[config.mk]
export PLATFORM = sky130hd
export DESIGN_NAME = isq_cell
export DESIGN_NICKNAME = d
export VERILOG_FILES = /design/src/isq_pkg.sv /design/src/isq_cell.sv
export SDC_FILE = /design/constraint.sdc
export NUM_CORES = 1
export LEC_CHECK = 0
export BUFFER_PORTS_ARGS = -buffer_cell sky130_fd_sc_hd__buf_2
export CAP_MARGIN = 20
export CORE_MARGIN = 2
export CORE_UTILIZATION = 43
export DETAILED_ROUTE_END_ITERATION = 6
export PLACE_DENSITY_LB_ADDON = 0.05
export SLEW_MARGIN = 30
export SYNTH_ARGS = -nofsm -noshare
export SYNTH_HDL_FRONTEND = slang
export SYNTH_SLANG_ARGS = --single-unit
export TNS_END_PERCENT = 100
[constraint.sdc]
create_clock -name clk -period 3.5 [get_ports clk]
set_clock_uncertainty 0.15 [all_clocks]
set_input_delay 0.175 -clock clk [delete_from_list [all_inputs] [get_ports clk]]
set_output_delay 0.175 -clock clk [all_outputs]
set_load 0.01 [all_outputs]
[src/isq_pkg.sv]
// Package for the indexed sequence store: command and status codes,
// the transaction payload structs and the per-cell control struct.
// No dependencies.
package isq_pkg;

  // Command codes carried in the input transaction.
  localparam logic [1:0] CMD_INSERT = 2'd0;
  localparam logic [1:0] CMD_REMOVE = 2'd1;
  localparam logic [1:0] CMD_SEARCH = 2'd2;
  localparam logic [1:0] CMD_PEEK   = 2'd3;

  // Status codes carried in the result transaction.
  localparam logic [1:0] ST_OK    = 2'd0;
  localparam logic [1:0] ST_RANGE = 2'd1;
  localparam logic [1:0] ST_EMPTY = 2'd2;
  localparam logic [1:0] ST_FULL  = 2'd3;

  // Fixed field widths of the transactions.
  localparam int unsigned POS_W   = 7;
  localparam int unsigned COUNT_W = 7;

  typedef struct packed {
    logic [1:0]          command;
    logic [POS_W-1:0]    position;
    logic signed [31:0]  item_value;
  } in_item_t;

  typedef struct packed {
    logic signed [31:0]  read_value;
    logic                found;
    logic [1:0]          status;
    logic [COUNT_W-1:0]  entry_count;
  } out_item_t;

  // Operation enables broadcast to every cell of the chain.
  typedef struct packed {
    logic ins_en;
    logic rem_en;
    logic srch_en;
    logic peek_en;
  } isq_ctl_t;

endpackage

[src/isq_cell.sv]
// One storage cell of the sequence chain: holds one entry, shifts with its
// neighbors on insert and remove, and registers its local search and peek result.
// Depends on isq_pkg.
module isq_cell #(
  parameter int unsigned DATA_WIDTH = 32,
  parameter int unsigned CW         = 7,
  parameter int unsigned IDX        = 0
) (
  input  logic                   clk,
  input  logic                   rst_n,
  input  isq_pkg::isq_ctl_t      ctl,
  input  logic [CW-1:0]          pos,
  input  logic [CW-1:0]          cnt,
  input  logic [DATA_WIDTH-1:0]  val,
  input  logic [DATA_WIDTH-1:0]  left_data,
  input  logic [DATA_WIDTH-1:0]  right_data,
  output logic [DATA_WIDTH-1:0]  data,
  output logic                   hit,
  output logic [31:0]            rd
);
  import isq_pkg::*;

  localparam logic [CW-1:0] MY_IDX = CW'(IDX);

  logic [DATA_WIDTH-1:0] data_r, data_nxt;
  logic                  hit_r, hit_nxt;
  logic [31:0]           rd_r, rd_nxt;

  // Entry update: insert moves later entries back, remove pulls them forward.
  always_comb begin
    data_nxt = data_r;
    if (ctl.ins_en) begin
      if (MY_IDX == pos) begin
        data_nxt = val;
      end else if (MY_IDX > pos) begin
        data_nxt = left_data;
      end
    end else if (ctl.rem_en) begin
      if (MY_IDX >= pos) begin
        data_nxt = right_data;
      end
    end
  end

  // Local lookup results; zero unless this cell answers the operation.
  always_comb begin
    hit_nxt = ctl.srch_en && (MY_IDX < cnt) && (data_r == val);
    rd_nxt  = '0;
    if (ctl.peek_en && (MY_IDX == pos)) begin
      rd_nxt = 32'(signed'(data_r));
    end
  end

  always_ff @(posedge clk) begin
    data_r <= data_nxt;
    rd_r   <= rd_nxt;
  end

  always_ff @(posedge clk) begin
    if (!rst_n) begin
      hit_r <= 1'b0;
    end else begin
      hit_r <= hit_nxt;
    end
  end

  assign data = data_r;
  assign hit  = hit_r;
  assign rd   = rd_r;

endmodule

== Word-level counts from Yosys, hierarchy flattened ==
Index checks and enable logic that the tools add are counted.

* Bits in registers: 65
* Bits of input ports: 116
* Output and inout bits: 65
* Logic and storage cells: 20

* Magnitude comparators: 3
* Equality and inequality tests: 2
* Multiplexer cells: 5
* Reductions and logical operators: 7

{| class="wikitable"
|+ Operator list
! operator !! number
|-
| $mux W32 || 5
|-
| $eq A32 B32 Y1 || 1
|-
| $ge A1 B7 Y1 const A || 1
|-
| $gt A1 B7 Y1 const A || 1
|-
| $logic_not A7 Y1 || 1
|-
| $lt A1 B7 Y1 const A || 1
|-
| $reduce_bool A2 Y1 || 2
|-
| $logic_and A1 B1 Y1 || 3
|-
| $ne A3 B1 Y1 const B || 1
|-
| $reduce_and A3 Y1 || 1
|}

== Longest topological paths before layout ==
Gate-level depths: netlist of the first run.

* Depth after elaboration: 4
* Mapped depth: 6
* Depth with buffers taken out: 4

== Worst setup path after synthesis of the first run ==
OpenSTA, ideal clock, no wires.

* Path kind: input port to flip-flop
* From: input pos[4]
* To: register data_r[0] (netlist: data[0]) (enable)
* Setup time: 0.391 ns
* Arrival: 2.017 ns
* Data required time: 2.959 ns
* Setup slack: 0.942 ns
* Stages: 5
* Path buffers: 2
* Cell sequence: or4_4 -> nor4_4 -> buf_6 -> buf_2 -> o21a_1

* Longest elaborated chain between the ends: 3
* Elaborated cells between the ends (all ways): 6
* Those cells by class: order compare (2); eq/ne (1); reduce/logical (3)

{| class="wikitable"
|+ RTL lines
! what !! line !! text
|-
| start, declared || isq_cell.sv:12 || <nowiki>input logic [CW-1:0] pos,</nowiki>
|-
| $gt A1 B7 Y1 (tied with other cells) || isq_cell.sv:35 || <nowiki>end else if (MY_IDX > pos) begin</nowiki>
|-
| $ne A3 B1 Y1 (no line) or $reduce_bool A2 Y1 (tied branches) || -- ||
|-
| $reduce_and A3 Y1 (no line) (*) || -- ||
|-
| end signal, assigned || isq_cell.sv:55 || <nowiki>data_r <= data_nxt;</nowiki>
|-
| end, declared || isq_cell.sv:25 || <nowiki>logic [DATA_WIDTH-1:0] data_r, data_nxt;</nowiki>
|}

Mark *: on every way between the ends. The rest lies on a longest branch, timed or not.
A chain may end at the register's enable or synchronous reset.

== Worst setup path after layout of the first run ==
* From: input pos[4]
* To: register data_r[13] (netlist: data[13]) (enable)

Same word-level chain as after synthesis.

==> report_table.html, run 1 <==
<table>
<tr><th>Metric</th><th>Value</th></tr>
<tr><th colspan="2">Power and ir drop</th></tr>
<tr><td>Leak pwr</td><td>1.97 nW</td></tr>
<tr><td>Power density over cell area</td><td>385 nW/um^2</td></tr>
<tr><td>Peak supply drop</td><td>roughly 0.27 mV</td></tr>
<tr><th colspan="2">Clock tree</th></tr>
<tr><td>Depth of the CTS H-tree</td><td>3</td></tr>
<tr><td>Sink count of the clock tree</td><td>65</td></tr>
<tr><td>Number of buffers between clock root and the deepest sink</td><td>2</td></tr>
<tr><td># Post-CTS Setup Buffers</td><td>0</td></tr>
<tr><td>Num CTS Buffers</td><td>9</td></tr>
<tr><td>CTS Root Buffer Type</td><td>clkbuf_8</td></tr>
<tr><td>Clock tree from TritonCTS</td><td>done</td></tr>
<tr><td>Clock transition at the register clock pins on the worst setup and hold paths after CTS</td><td>~0.080 ns</td></tr>
<tr><td>Later-pin clock latency in the skew report</td><td>0.33 ns</td></tr>
<tr><th colspan="2">Die</th></tr>
<tr><td>Starting utilization of the core area</td><td>0.437</td></tr>
<tr><td>Count of boundary I/O pins</td><td>181</td></tr>
<tr><td>Area enclosed by the die boundary</td><td>7470 sq um</td></tr>
<tr><td>Number of rows created at floorplan</td><td>30</td></tr>
<tr><td>Die height</td><td>86.4 um</td></tr>
<tr><td>Die W</td><td>approximately 86 um</td></tr>
<tr><td>Core ar.</td><td>roughly 6700 sq um</td></tr>
<tr><th colspan="2">Synth</th></tr>
<tr><td>Register bit count reported by yosys</td><td>65</td></tr>
<tr><td>Proportion of synthesized chip area in sequential cells</td><td>0.555</td></tr>
<tr><td>Yosys warning count</td><td>0</td></tr>
<tr><td>Average cell area after synthesis</td><td>11.2 sq um</td></tr>
<tr><td>Post-synthesis cell count</td><td>260</td></tr>
<tr><td>Mapped cell area</td><td>slightly below 3000 sq um</td></tr>
<tr><td>Number of library cell types mapped by synthesis</td><td>21</td></tr>
<tr><td>Net count after synthesis</td><td>roughly 380</td></tr>
<tr><th colspan="2">GRT</th></tr>
<tr><td>Gr ovfl total</td><td>0</td></tr>
<tr><td>Initial antenna violation count</td><td>0</td></tr>
<tr><td>Total routing usage reported by global routing</td><td>0.210</td></tr>
<tr><td>Largest net degree at the start of global routing</td><td>66</td></tr>
<tr><td>Wire length of the first global-routing pass</td><td>11,900 um</td></tr>
<tr><td>Number of global-route vias before repair</td><td>2,439</td></tr>
<tr><th colspan="2">Final layout</th></tr>
<tr><td>Final net count</td><td>557</td></tr>
<tr><td>Fraction of layout instances using a drive strength above 1</td><td>0.448</td></tr>
<tr><td>Final design utilization</td><td>0.615</td></tr>
<tr><td>Number of filler cells placed in the layout</td><td>618</td></tr>
<tr><td>Area growth syn-to-layout</td><td>40.7%</td></tr>
<tr><td>Number of inserted diodes</td><td>0</td></tr>
<tr><th colspan="2">Timing</th></tr>
<tr><td>Transition time at the pin with the least slew margin</td><td>0.594 ns</td></tr>
<tr><td>Hold violation count in the final report</td><td>0</td></tr>
<tr><td>TNS Setup</td><td>0 ns</td></tr>
<tr><td>Slew HR</td><td>0.604</td></tr>
<tr><td>Min Clock Period, post-route</td><td>2.06 ns</td></tr>
<tr><td>Final Max Slew Viols</td><td>0</td></tr>
<tr><td>Maximum clock rate</td><td>485 MHz</td></tr>
<tr><td>Setup violations, final</td><td>0</td></tr>
<tr><td>Crit share post-route</td><td>0.589</td></tr>
<tr><td>RSZ-0062 raised after global routing</td><td>false</td></tr>
<tr><th colspan="2">Setup path</th></tr>
<tr><td>Worst EP arrival</td><td>1.94 ns</td></tr>
<tr><td>Crit Path Max Fanout</td><td>65</td></tr>
<tr><td>Worst endpoint required time</td><td>between 3 and 4 ns</td></tr>
<tr><td>CP Class</td><td>input pin to flop</td></tr>
<tr><td>Startpoint type of the worst setup path</td><td>input pin</td></tr>
<tr><td>Sort of element at the end of the critical path</td><td>flop</td></tr>
<tr><th colspan="2">Routing</th></tr>
<tr><td>First-pass detailed-route iteration total</td><td>4</td></tr>
<tr><td>Routed length per instance</td><td>between 10 and 15 um</td></tr>
<tr><td>First-iteration detailed-routing DRC count</td><td>67</td></tr>
<tr><td>Detail Route Antenna Nets</td><td>0</td></tr>
<tr><td>Routed via count</td><td>2,573</td></tr>
<tr><td>Detail-routed via count per cell</td><td>between 4 and 5</td></tr>
<tr><td>Count of unresolved DRC violations after routing</td><td>0</td></tr>
<tr><td>Final Routed Wirelength</td><td>7790 um</td></tr>
<tr><th colspan="2">Hold path</th></tr>
<tr><td>Path class of the lowest-slack min-delay path</td><td>input pin to flop</td></tr>
<tr><th colspan="2">Place</th></tr>
<tr><td>Count of input and output buffers</td><td>180</td></tr>
<tr><td>Global placer's final weighted congestion</td><td>approximately 0.79</td></tr>
<tr><td>DPL Wire Length</td><td>5700 um</td></tr>
<tr><th colspan="2">Outcome</th></tr>
<tr><td>Result of the run</td><td>finished clean</td></tr>
<tr><th colspan="2">Run</th></tr>
<tr><td>Max-Cap Viols</td><td>0</td></tr>
</table>
-- repair_timing --
action                    CTS  global route
hold endpoints to repair    3             0
hold buffers                3             0
resized for setup           0             0
-- registers in the layout (all words and copies together), names as in the netlist --
| signal | cells |
|---|---|
| hit | 1 |
| rd | 32 |
| data | 32 |
-- worst max-delay path: stages --
cell,delay (ns)
buf_2,0.10
or4_4,0.53
nor4_4,0.20
buf_12,0.35
o21a_1,0.31
buf_4,0.27
-- area by class of cell --
class | instances | area [sq um] | share of cell area
Timing Repair Buffer | 187 | 986 | 0.240
Multi-Input combinational cell | 178 | 1210 | 0.294
Tap cell | 80 | 100 | 0.0244
Clock buffer | 14 | 184 | 0.0447
Clock inverter | 2 | 10.0 | 0.00244
Sequential cell | 65 | 1620 | 0.395
-- layer usage --
| metal | GRT usage | share of wire | routed length [um] |
|---|---|---|---|
| met5 | 0 | 0 | 0 |
| met4 | 0.0554 | 0.0092 | 72 |
| met3 | 0.0600 | 0.076 | 593 |
| met2 | 0.350 | 0.48 | 3760 |
| met1 | 0.269 | 0.43 | 3370 |
-- cell usage in the layout, fill, tap and decap left out --
cell type / netlist / layout
buf_12: 0 / 2
nor4_4: 1 / 1
a21oi_1: 32 / 32
and3_1: 32 / 32
or4_4: 1 / 1
xor2_1: 27 / 27
nor2_1: 32 / 32
dfxtp_1: 33 / 33
nor4_1: 8 / 8
buf_2: 1 / 180
edfxtp_1: 32 / 32
nor3_1: 2 / 2
clkbuf_8: 0 / 11
xnor2_1: 5 / 5
clkinv_2: 0 / 2
clkbuf_1: 11 / 2
buf_4: 1 / 2
nand3_1: 1 / 1
o21a_1: 1 / 1
nand2_1: 1 / 1
nand4_1: 3 / 3
clkbuf_16: 0 / 1
dlygate4sd3_1: 0 / 3
mux2i_1: 32 / 32
-- kinds of logic (layout without fill, tap and decap cells) --
kind of cell,count (synthesis),count (layout),synth area share
muxes,32,32,0.110
buffers and inverters,17,203,0.0313
xor gates and xnor gates,32,32,0.0959
and+or+nand+nor,81,81,0.151
AOI/OAI and AO/OA,33,33,0.0574
DFF,65,65,0.555
-- worst paths after layout --
path | slack [ns] | startpoint | endpoint | depth (start not counted)
worst max-delay path | 1.44 | pos[4] | data[13]$_DFFE_PP_ | 6
worst min-delay path | 0.02 | right_data[15] | data[15]$_DFFE_PP_ | 3
worst max register to register | 1.86 | data[20]$_DFFE_PP_ | hit$_SDFF_PN0_ | 4
worst min register to register | 0.39 | data[21]$_DFFE_PP_ | rd[21]$_SDFF_PN0_ | 1
-- where the power goes --
group | internal [mW] | switching, mW | leakage, nW | total, mW
logic | 0.0822 | 0.0776 | 1.31 | 0.160
registers | 0.803 | 0.00171 | 0.564 | 0.804
clock network | 0.338 | 0.281 | 0.102 | 0.619
-- stage by stage --
stage               worst slack, ns  hold slack, ns  power, mW  std cells  area (sq um)
finish                         1.44          0.0167       1.58        526          4110
global route                   1.36         0.00431       1.65        526          4110
CTS                            1.44        0.000269       1.60        526          4110
detailed placement             1.08           0.349      0.980        507          3890
global placement               1.13           0.337      0.979        507          3890
floorplan                     0.942           0.163      0.887        260          2920
-- synth_stat cells, drive strengths merged --
master / count / share of area
a21oi: 32 / 0.055
and3: 32 / 0.069
buf: 6 / 0.017
clkbuf: 11 / 0.014
dfxtp: 33 / 0.23
edfxtp: 32 / 0.33
mux2i: 32 / 0.11
nand2: 1 / 0.0013
nand3: 1 / 0.0017
nand4: 3 / 0.0064
nor2: 32 / 0.041
nor3: 2 / 0.0034
nor4: 9 / 0.024
o21a: 1 / 0.0026
or4: 1 / 0.0039
xnor2: 5 / 0.015
xor2: 27 / 0.081
Power figures use the tool's default switching activity.
==> inputs of run 2 (changes only) <==
ABC_AREA = 1   (was default)
CORE_UTILIZATION = 44   (was 43)
clock period = 1.99 ns   (was 3.5 ns; I/O delays follow)
==> report_table.html, run 2 <==
<table>
<tr><th>Metric</th><th>Value</th></tr>
<tr><th colspan="2">Hold path</th></tr>
<tr><td>WHS Endpoint</td><td>data[9]$_DFFE_PP_</td></tr>
<tr><td>Launch instance of the worst min-delay path</td><td>val[9]</td></tr>
<tr><td>Hold path cells</td><td>3 (unchanged)</td></tr>
<tr><td>Path class of the lowest-slack min-delay path</td><td>input pin to flop</td></tr>
<tr><th colspan="2">Outcome</th></tr>
<tr><td>Result of the run</td><td>finished clean</td></tr>
<tr><th colspan="2">Power and ir drop</th></tr>
<tr><td>Peak supply drop</td><td>0.383 mV (+39%)</td></tr>
<tr><td>Power density over cell area</td><td>646 nW/um^2 (+68%)</td></tr>
<tr><td>Leak pwr</td><td>2.61 nW (+32%)</td></tr>
<tr><td>Final Total Pwr</td><td>3.22 mW (+100%)</td></tr>
<tr><th colspan="2">Routing</th></tr>
<tr><td>Count of unresolved DRC violations after routing</td><td>0 (unchanged)</td></tr>
<tr><td>Routed length per instance</td><td>13.7 um (-7.4%)</td></tr>
<tr><td>First-pass detailed-route iteration total</td><td>4 (unchanged)</td></tr>
<tr><td>Detail-routed via count per cell</td><td>4.68 (-4.4%)</td></tr>
<tr><td>Final Routed Wirelength</td><td>10,400 um (+34%)</td></tr>
<tr><td>First-iteration detailed-routing DRC count</td><td>172 (+160%)</td></tr>
<tr><td>Routed via count</td><td>3,560 (+38%)</td></tr>
<tr><td>Detail Route Antenna Nets</td><td>0 (unchanged)</td></tr>
<tr><th colspan="2">Place</th></tr>
<tr><td>Area post-placement</td><td>4110 sq um (+5.7%)</td></tr>
<tr><td>Count of input and output buffers</td><td>180 (unchanged)</td></tr>
<tr><td>DPL Wire Length</td><td>7020 um (+23%)</td></tr>
<tr><td>Placement-stage worst setup slack</td><td>0.479 ns (-0.600 ns)</td></tr>
<tr><td>Global placer's final weighted congestion</td><td>0.787 (about the same)</td></tr>
<tr><td>Cell count after placement</td><td>682 (+35%)</td></tr>
<tr><th colspan="2">Setup path</th></tr>
<tr><td>Startpoint of the worst-slack reg-to-reg timing path</td><td>data[1]$_DFFE_PP_</td></tr>
<tr><td>CP Class</td><td>input pin to flop</td></tr>
<tr><td>Number of cells on the worst reg-to-reg path</td><td>7 (+3)</td></tr>
<tr><td>Worst R2R Setup Slack</td><td>0.63 ns (-1.23 ns)</td></tr>
<tr><td>Family with the most delay on the worst path</td><td>buffers and inverters</td></tr>
<tr><td>Cells traversed along the worst timing path</td><td>buf_2 -&gt; nor2_1 -&gt; nand2_1 -&gt; nor2_4 -&gt; inv_2 -&gt; buf_4 -&gt; nor2_1 -&gt; o21ai_0 -&gt; dlygate4sd3_1</td></tr>
<tr><td>Crit Path Max Fanout</td><td>32 (-51%)</td></tr>
<tr><td>Most repeated library cell on the critical path</td><td>nor2_1</td></tr>
<tr><td>Worst endpoint required time</td><td>1.94 ns (-1.44 ns)</td></tr>
<tr><td>Sort of element at the end of the critical path</td><td>flop</td></tr>
<tr><td>Slowest cell delay on critical path</td><td>0.56 ns (+0.03 ns)</td></tr>
<tr><td>Crit Reg-Reg Endpoint</td><td>hit$_SDFF_PN0_</td></tr>
<tr><td>CP bufs+invs</td><td>4 (+1)</td></tr>
<tr><td>Startpoint type of the worst setup path</td><td>input pin</td></tr>
<tr><td>Critical Path Slowest Stage Cell</td><td>dlygate4sd3_1</td></tr>
<tr><td>Worst EP arrival</td><td>1.68 ns (-0.26 ns)</td></tr>
<tr><th colspan="2">Final layout</th></tr>
<tr><td>Area growth syn-to-layout</td><td>61.3%</td></tr>
<tr><td>Count of placed standard cells in the final layout, fillers left out</td><td>761 (+45%)</td></tr>
<tr><td>Final net count</td><td>776 (+39%)</td></tr>
<tr><td>Number of filler cells placed in the layout</td><td>552 (-11%)</td></tr>
<tr><td>Final design utilization</td><td>0.733 (+0.118)</td></tr>
<tr><td>Final standard cell area without fillers</td><td>4980 sq um (+21%)</td></tr>
<tr><td>Most common cell after layout, fill and taps aside</td><td>buf_2</td></tr>
<tr><td>Fraction of layout instances using a drive strength above 1</td><td>0.313 (-0.136)</td></tr>
<tr><td>Commonest cells after routing, fill and taps aside</td><td>180 x buf_2, 103 x nand2_1, 88 x nor2_1</td></tr>
<tr><td>Number of inserted diodes</td><td>0 (unchanged)</td></tr>
<tr><th colspan="2">Timing</th></tr>
<tr><td>Hold violation count in the final report</td><td>0 (unchanged)</td></tr>
<tr><td>RSZ-0062 raised after global routing</td><td>false</td></tr>
<tr><td>Transition time at the pin with the least slew margin</td><td>0.616 ns (+0.0219 ns)</td></tr>
<tr><td>Final Max Slew Viols</td><td>0 (unchanged)</td></tr>
<tr><td>Setup violations, final</td><td>0 (unchanged)</td></tr>
<tr><td>Slew HR</td><td>0.589 (-0.0152)</td></tr>
<tr><td>Final hold slack</td><td>0.00128 ns (-0.0154 ns)</td></tr>
<tr><td>TNS Setup</td><td>0 ns (unchanged)</td></tr>
<tr><td>Maximum clock rate</td><td>580 MHz</td></tr>
<tr><td>Post-layout worst setup margin</td><td>0.266 ns (-1.17 ns)</td></tr>
<tr><td>Min Clock Period, post-route</td><td>1.72 ns</td></tr>
<tr><td>Crit share post-route</td><td>0.866</td></tr>
<tr><th colspan="2">GRT</th></tr>
<tr><td>Number of global-route vias before repair</td><td>3,396 (+39%)</td></tr>
<tr><td>Initial antenna violation count</td><td>0 (unchanged)</td></tr>
<tr><td>Largest net degree at the start of global routing</td><td>33 (-50%)</td></tr>
<tr><td>Gr ovfl total</td><td>0 (unchanged)</td></tr>
<tr><td>Total routing usage reported by global routing</td><td>0.272 (+0.0623)</td></tr>
<tr><td>Wire length of the first global-routing pass</td><td>15,800 um (+33%)</td></tr>
<tr><th colspan="2">Synth</th></tr>
<tr><td>Most used flip-flop cell after synthesis</td><td>dfxtp_1</td></tr>
<tr><td>Mapped cell area</td><td>3090 sq um (+5.7%)</td></tr>
<tr><td>Most repeated cell in the gate-level netlist after synthesis</td><td>nand2_1</td></tr>
<tr><td>Yosys warning count</td><td>0 (unchanged)</td></tr>
<tr><td>Post-synthesis cell count</td><td>413 (+59%)</td></tr>
<tr><td>Proportion of synthesized flip-flops having asynchronous set or reset</td><td>0 (unchanged)</td></tr>
<tr><td>Number of library cell types mapped by synthesis</td><td>16 (-24%)</td></tr>
<tr><td>Number of enable-type register cells in the synthesized netlist</td><td>32 (unchanged)</td></tr>
<tr><td>Net count after synthesis</td><td>529 (+41%)</td></tr>
<tr><td>Cell accounting for the most synthesized area</td><td>edfxtp_1</td></tr>
<tr><td>Top cells by area, synth</td><td>edfxtp_1 31%, dfxtp_1 21%, nand2_1 13%</td></tr>
<tr><td>Average cell area after synthesis</td><td>7.48 sq um (-33%)</td></tr>
<tr><td>Most frequent cells after synthesis</td><td>103 x nand2_1, 89 x nor2_1, 56 x inv_1</td></tr>
<tr><td>Synth top area share</td><td>0.311 (-0.0177)</td></tr>
<tr><td>Register bit count reported by yosys</td><td>65 (unchanged)</td></tr>
<tr><td>Proportion of synthesized chip area in sequential cells</td><td>0.525 (-0.0299)</td></tr>
<tr><th colspan="2">Run</th></tr>
<tr><td>Max-Cap Viols</td><td>0 (unchanged)</td></tr>
<tr><th colspan="2">Clock tree</th></tr>
<tr><td>CTS Root Buffer Type</td><td>clkbuf_8</td></tr>
<tr><td>Sink count of the clock tree</td><td>65 (unchanged)</td></tr>
<tr><td>Clock tree from TritonCTS</td><td>done</td></tr>
<tr><td>Clock transition at the register clock pins on the worst setup and hold paths after CTS</td><td>0.08 ns (about the same)</td></tr>
<tr><td>Num CTS Buffers</td><td>9 (unchanged)</td></tr>
<tr><td>Number of buffers between clock root and the deepest sink</td><td>2 (unchanged)</td></tr>
<tr><td>Later-pin clock latency in the skew report</td><td>0.35 ns (+0.02 ns)</td></tr>
<tr><td>Post-CTS sizing</td><td>0 (unchanged)</td></tr>
<tr><td>Depth of the CTS H-tree</td><td>3 (unchanged)</td></tr>
<tr><th colspan="2">Die</th></tr>
<tr><td>Number of rows created at floorplan</td><td>30 (unchanged)</td></tr>
<tr><td>Die height</td><td>87.8 um (+1.6%)</td></tr>
<tr><td>Area enclosed by the die boundary</td><td>7700 sq um (+3.1%)</td></tr>
<tr><td>Count of boundary I/O pins</td><td>181 (unchanged)</td></tr>
<tr><td>Core ar.</td><td>6790 sq um (+1.7%)</td></tr>
<tr><td>Die W</td><td>87.8 um (+1.6%)</td></tr>
<tr><td>Starting utilization of the core area</td><td>0.455 (+0.0172)</td></tr>
</table>
-- run 2: changes by cell type in the layout (fill, tap and decap cells not counted), sizes merged, moves of 5 or more --
cell / delta
nor2: +58
clkbuf: -5
o21ai: +69
nand2: +102
dlygate4sd3: +60
mux2i: -32
nor4: -9
inv: +57
a21oi: -31
and3: -32
xor2: -26
-- run 2: cell type report --
class	count	area (sq um)	area share
inverter	57	214	0.0429
tap	96	120	0.0241
multi-input combinational	276	1190	0.239
clock buffer	9	124	0.0249
timing repair buffer	251	1590	0.319
sequential	65	1620	0.325
clock inverter	7	119	0.0239
-- run 2: how the worst max path moves through the flow --
stage,from,to,slack (ns),depth (start not counted)
after floorplan,pos[5],data[0]$_DFFE_PP_,0.29,6
after global placement,ctl[3],data[16]$_DFFE_PP_,0.38,4
after detailed placement,pos[1],data[16]$_DFFE_PP_,0.48,7
after CTS,pos[1],data[11]$_DFFE_PP_,0.32,9
after global routing,pos[5],data[0]$_DFFE_PP_,0.15,9
final,pos[5],data[11]$_DFFE_PP_,0.27,9
-- run 2: logic make-up (layout without fill, tap and decap cells) --
family,count (synthesis),count (layout),synth area share
simple gates,196,196,0.242
buf+inv,72,324,0.0912
compound gates,70,70,0.113
flops,65,65,0.525
xor+xnor,10,10,0.0284
-- run 2: worst min-delay path, stage by stage --
cell     delay (ns)
buf_2          0.10
nor2_1         0.04
o21ai_0        0.15
-- run 2: report_power, final --
part | switching (mW) | internal, mW | total (mW)
registers | 0.00301 | 1.41 | 1.41
logic | 0.165 | 0.238 | 0.403
clock network | 0.571 | 0.832 | 1.40
-- run 2: timing repair --
item	CTS	global route
hold buffers	63	0
setup buffers	0	0
endpoints found under the hold margin	32	0
-- run 2: routing by layer --
layer	GRT usage	share of wire
met1	0.312	0.39
met2	0.489	0.51
met3	0.0500	0.074
met4	0.130	0.023
met5	0	0
==> inputs of run 3 (changes only) <==
CORE_UTILIZATION = 47   (was 44)
clock period = 2 ns   (was 1.99 ns; I/O delays follow)
==> report_table.html, run 3 (synthesis gave the netlist of run 2 again) <==
<table>
<tr><th>Metric</th><th>Value</th></tr>
<tr><th colspan="2">Clock tree</th></tr>
<tr><td>Number of buffers between clock root and the deepest sink</td><td>2 (unchanged)</td></tr>
<tr><td>Clock transition at the register clock pins on the worst setup and hold paths after CTS</td><td>0.07 ns (about the same)</td></tr>
<tr><td># Post-CTS Setup Buffers</td><td>0 (unchanged)</td></tr>
<tr><td>CTS Root Buffer Type</td><td>clkbuf_8</td></tr>
<tr><td>Later-pin clock latency in the skew report</td><td>0.34 ns (about the same)</td></tr>
<tr><td>Clock tree from TritonCTS</td><td>done</td></tr>
<tr><td>Sink count of the clock tree</td><td>65 (unchanged)</td></tr>
<tr><td>Num CTS Buffers</td><td>9 (unchanged)</td></tr>
<tr><td>Depth of the CTS H-tree</td><td>3 (unchanged)</td></tr>
<tr><th colspan="2">GRT</th></tr>
<tr><td>Gr ovfl total</td><td>0 (unchanged)</td></tr>
<tr><td>Wire length of the first global-routing pass</td><td>15,700 um (-0.70%)</td></tr>
<tr><td>Largest net degree at the start of global routing</td><td>34 (+3.0%)</td></tr>
<tr><td>Number of global-route vias before repair</td><td>3,453 (+1.7%)</td></tr>
<tr><td>Total routing usage reported by global routing</td><td>0.280 (+0.00715)</td></tr>
<tr><td>Initial antenna violation count</td><td>0 (unchanged)</td></tr>
<tr><th colspan="2">Die</th></tr>
<tr><td>Area enclosed by the die boundary</td><td>7230 sq um (-6.1%)</td></tr>
<tr><td>Die W</td><td>85.1 um (-3.1%)</td></tr>
<tr><td>Core ar.</td><td>6350 sq um (-6.5%)</td></tr>
<tr><td>Number of rows created at floorplan</td><td>29 (-3.3%)</td></tr>
<tr><td>Starting utilization of the core area</td><td>0.486 (+0.0318)</td></tr>
<tr><td>Count of boundary I/O pins</td><td>181 (unchanged)</td></tr>
<tr><td>Die height</td><td>85.1 um (-3.1%)</td></tr>
<tr><th colspan="2">Timing</th></tr>
<tr><td>Min Clock Period, post-route</td><td>1.74 ns</td></tr>
<tr><td>RSZ-0062 raised after global routing</td><td>false</td></tr>
<tr><td>Slew HR</td><td>0.618 (+0.0286)</td></tr>
<tr><td>Hold violation count in the final report</td><td>1 (+1)</td></tr>
<tr><td>Crit share post-route</td><td>0.872</td></tr>
<tr><td>Setup violations, final</td><td>0 (unchanged)</td></tr>
<tr><td>TNS Setup</td><td>0 ns (unchanged)</td></tr>
<tr><td>Final Max Slew Viols</td><td>0 (unchanged)</td></tr>
<tr><td>Transition time at the pin with the least slew margin</td><td>0.573 ns (-0.0428 ns)</td></tr>
<tr><td>Maximum clock rate</td><td>roughly 570 MHz</td></tr>
<tr><td>Final hold slack</td><td>-0.00484 ns (-0.00612 ns)</td></tr>
<tr><th colspan="2">Routing</th></tr>
<tr><td>Highest layer used for signal routing</td><td>met4</td></tr>
<tr><td>First-pass detailed-route iteration total</td><td>4 (unchanged)</td></tr>
<tr><td>Final Routed Wirelength</td><td>9850 um (-5.6%)</td></tr>
<tr><td>Count of unresolved DRC violations after routing</td><td>0 (unchanged)</td></tr>
<tr><td>Detail Route Antenna Nets</td><td>0 (unchanged)</td></tr>
<tr><td>Routed length per instance</td><td>13.4 um (-2.3%)</td></tr>
<tr><td>Sum of met2 wire segment lengths after detailed routing</td><td>4980 um (-7.2%)</td></tr>
<tr><td>Detail-routed via count per cell</td><td>4.76 (+1.6%)</td></tr>
<tr><td>First-iteration detailed-routing DRC count</td><td>185 (+7.6%)</td></tr>
<tr><td>Met3 wirelength from detailed routing</td><td>877 um (+14%)</td></tr>
<tr><td>Routed via count</td><td>3,495 (-1.8%)</td></tr>
<tr><td>DRT met1 WL</td><td>3770 um (-7.0%)</td></tr>
<tr><th colspan="2">Final layout</th></tr>
<tr><td>Area growth syn-to-layout</td><td>56.2%</td></tr>
<tr><td>Most common cell after layout, fill and taps aside</td><td>buf_2</td></tr>
<tr><td>Count of placed standard cells in the final layout, fillers left out</td><td>735 (-3.4%)</td></tr>
<tr><td>Commonest cells after routing, fill and taps aside</td><td>180 x buf_2, 103 x nand2_1, 88 x nor2_1</td></tr>
<tr><td>Final net count</td><td>769 (-0.90%)</td></tr>
<tr><td>Fraction of layout instances using a drive strength above 1</td><td>0.312 (-0.00123)</td></tr>
<tr><td>Number of inserted diodes</td><td>0 (unchanged)</td></tr>
<tr><th colspan="2">Place</th></tr>
<tr><td>DPL Wire Length</td><td>6660 um (-5.1%)</td></tr>
<tr><td>Cell count after placement</td><td>662 (-2.9%)</td></tr>
<tr><td>Count of input and output buffers</td><td>180 (unchanged)</td></tr>
<tr><td>Global placer's final weighted congestion</td><td>0.859 (+9.2%)</td></tr>
<tr><th colspan="2">Run</th></tr>
<tr><td>Max-Cap Viols</td><td>0 (unchanged)</td></tr>
<tr><th colspan="2">Setup path</th></tr>
<tr><td>Sort of element at the end of the critical path</td><td>flop</td></tr>
<tr><td>Worst endpoint required time</td><td>1.94 ns (about the same)</td></tr>
<tr><td>Startpoint type of the worst setup path</td><td>input pin</td></tr>
<tr><td>CP Class</td><td>input pin to flop</td></tr>
<tr><td>Worst EP arrival</td><td>1.68 ns (about the same)</td></tr>
<tr><td>Crit Path Max Fanout</td><td>21 (-34%)</td></tr>
<tr><th colspan="2">Power and ir drop</th></tr>
<tr><td>Power density over cell area</td><td>583 nW/um^2 (-9.9%)</td></tr>
<tr><td>Peak supply drop</td><td>0.486 mV (+27%)</td></tr>
<tr><td>Final Total Pwr</td><td>2.81 mW (-13%)</td></tr>
<tr><td>Leak pwr</td><td>2.55 nW (-2.1%)</td></tr>
<tr><th colspan="2">Outcome</th></tr>
<tr><td>Failing checks</td><td>hold timing</td></tr>
<tr><td>Result of the run</td><td>finished with violations</td></tr>
<tr><th colspan="2">Hold path</th></tr>
<tr><td>Path class of the lowest-slack min-delay path</td><td>input pin to flop</td></tr>
</table>
run 3: changes by cell type in the layout (fill, tap and decap cells not counted):
cell / delta
clkbuf_1: +2
clkinv_4: -1
bufinv_16: -3
clkinv_2: +2
buf_4: -1
dlygate4sd3_1: -6
clkbuf_8: +2
clkinvlp_4: -2
run 3: metal layers:
metal	vias to the layer above	GRT usage
met1	1544	0.326
met4	0	0.117
met5	-	0
met3	23	0.0564
li1	1757	-
met2	171	0.499
run 3: cell type report:
type | instances | area [sq um]
multi-input cells | 276 | 1190
fillers | 499 | 1530
clock inverters | 3 | 15.0
repair buffers | 244 | 1520
inverters | 57 | 214
clock buffers | 13 | 159
flip-flops and latches | 65 | 1620
well taps | 77 | 96.3
run 3: what timing repair did:
action,CTS,global route
hold buffers,57,0
endpoints found under the hold margin,32,0
gates resized for setup,0,0
run 3: final timing paths:
path | from | endpoint | slack [ns] | cells after the start
max reg2reg | data[1]$_DFFE_PP_ | hit$_SDFF_PN0_ | 0.70 | 7
min reg2reg | data[6]$_DFFE_PP_ | rd[6]$_SDFF_PN0_ | 0.38 | 2
min | left_data[3] | data[3]$_DFFE_PP_ | -0.005 | 3
max | pos[5] | data[27]$_DFFE_PP_ | 0.26 | 9
run 3: critical path: stages:
cell and delay (ns):
buf_2 0.10, nor2_1 0.09, nand2_1 0.09, nor2_4 0.12
inv_2 0.14, buf_4 0.26, nor2_1 0.11, o21ai_1 0.09
dlygate4sd3_1 0.57
run 3: power breakdown:
| part | switching, mW | internal [mW] |
|---|---|---|
| combinational | 0.158 | 0.225 |
| clock | 0.505 | 0.513 |
| sequential | 0.00295 | 1.40 |
run 3: metrics by stage:
stage / setup WS [ns] / area [sq um] / util
finish: 0.255 / 4820 / 0.759
floorplan: 0.304 / 3100 / -
global placement: 0.514 / 4080 / 0.642
global route: 0.136 / 4820 / 0.759
CTS: 0.293 / 4820 / 0.759
detailed placement: 0.444 / 4080 / 0.642
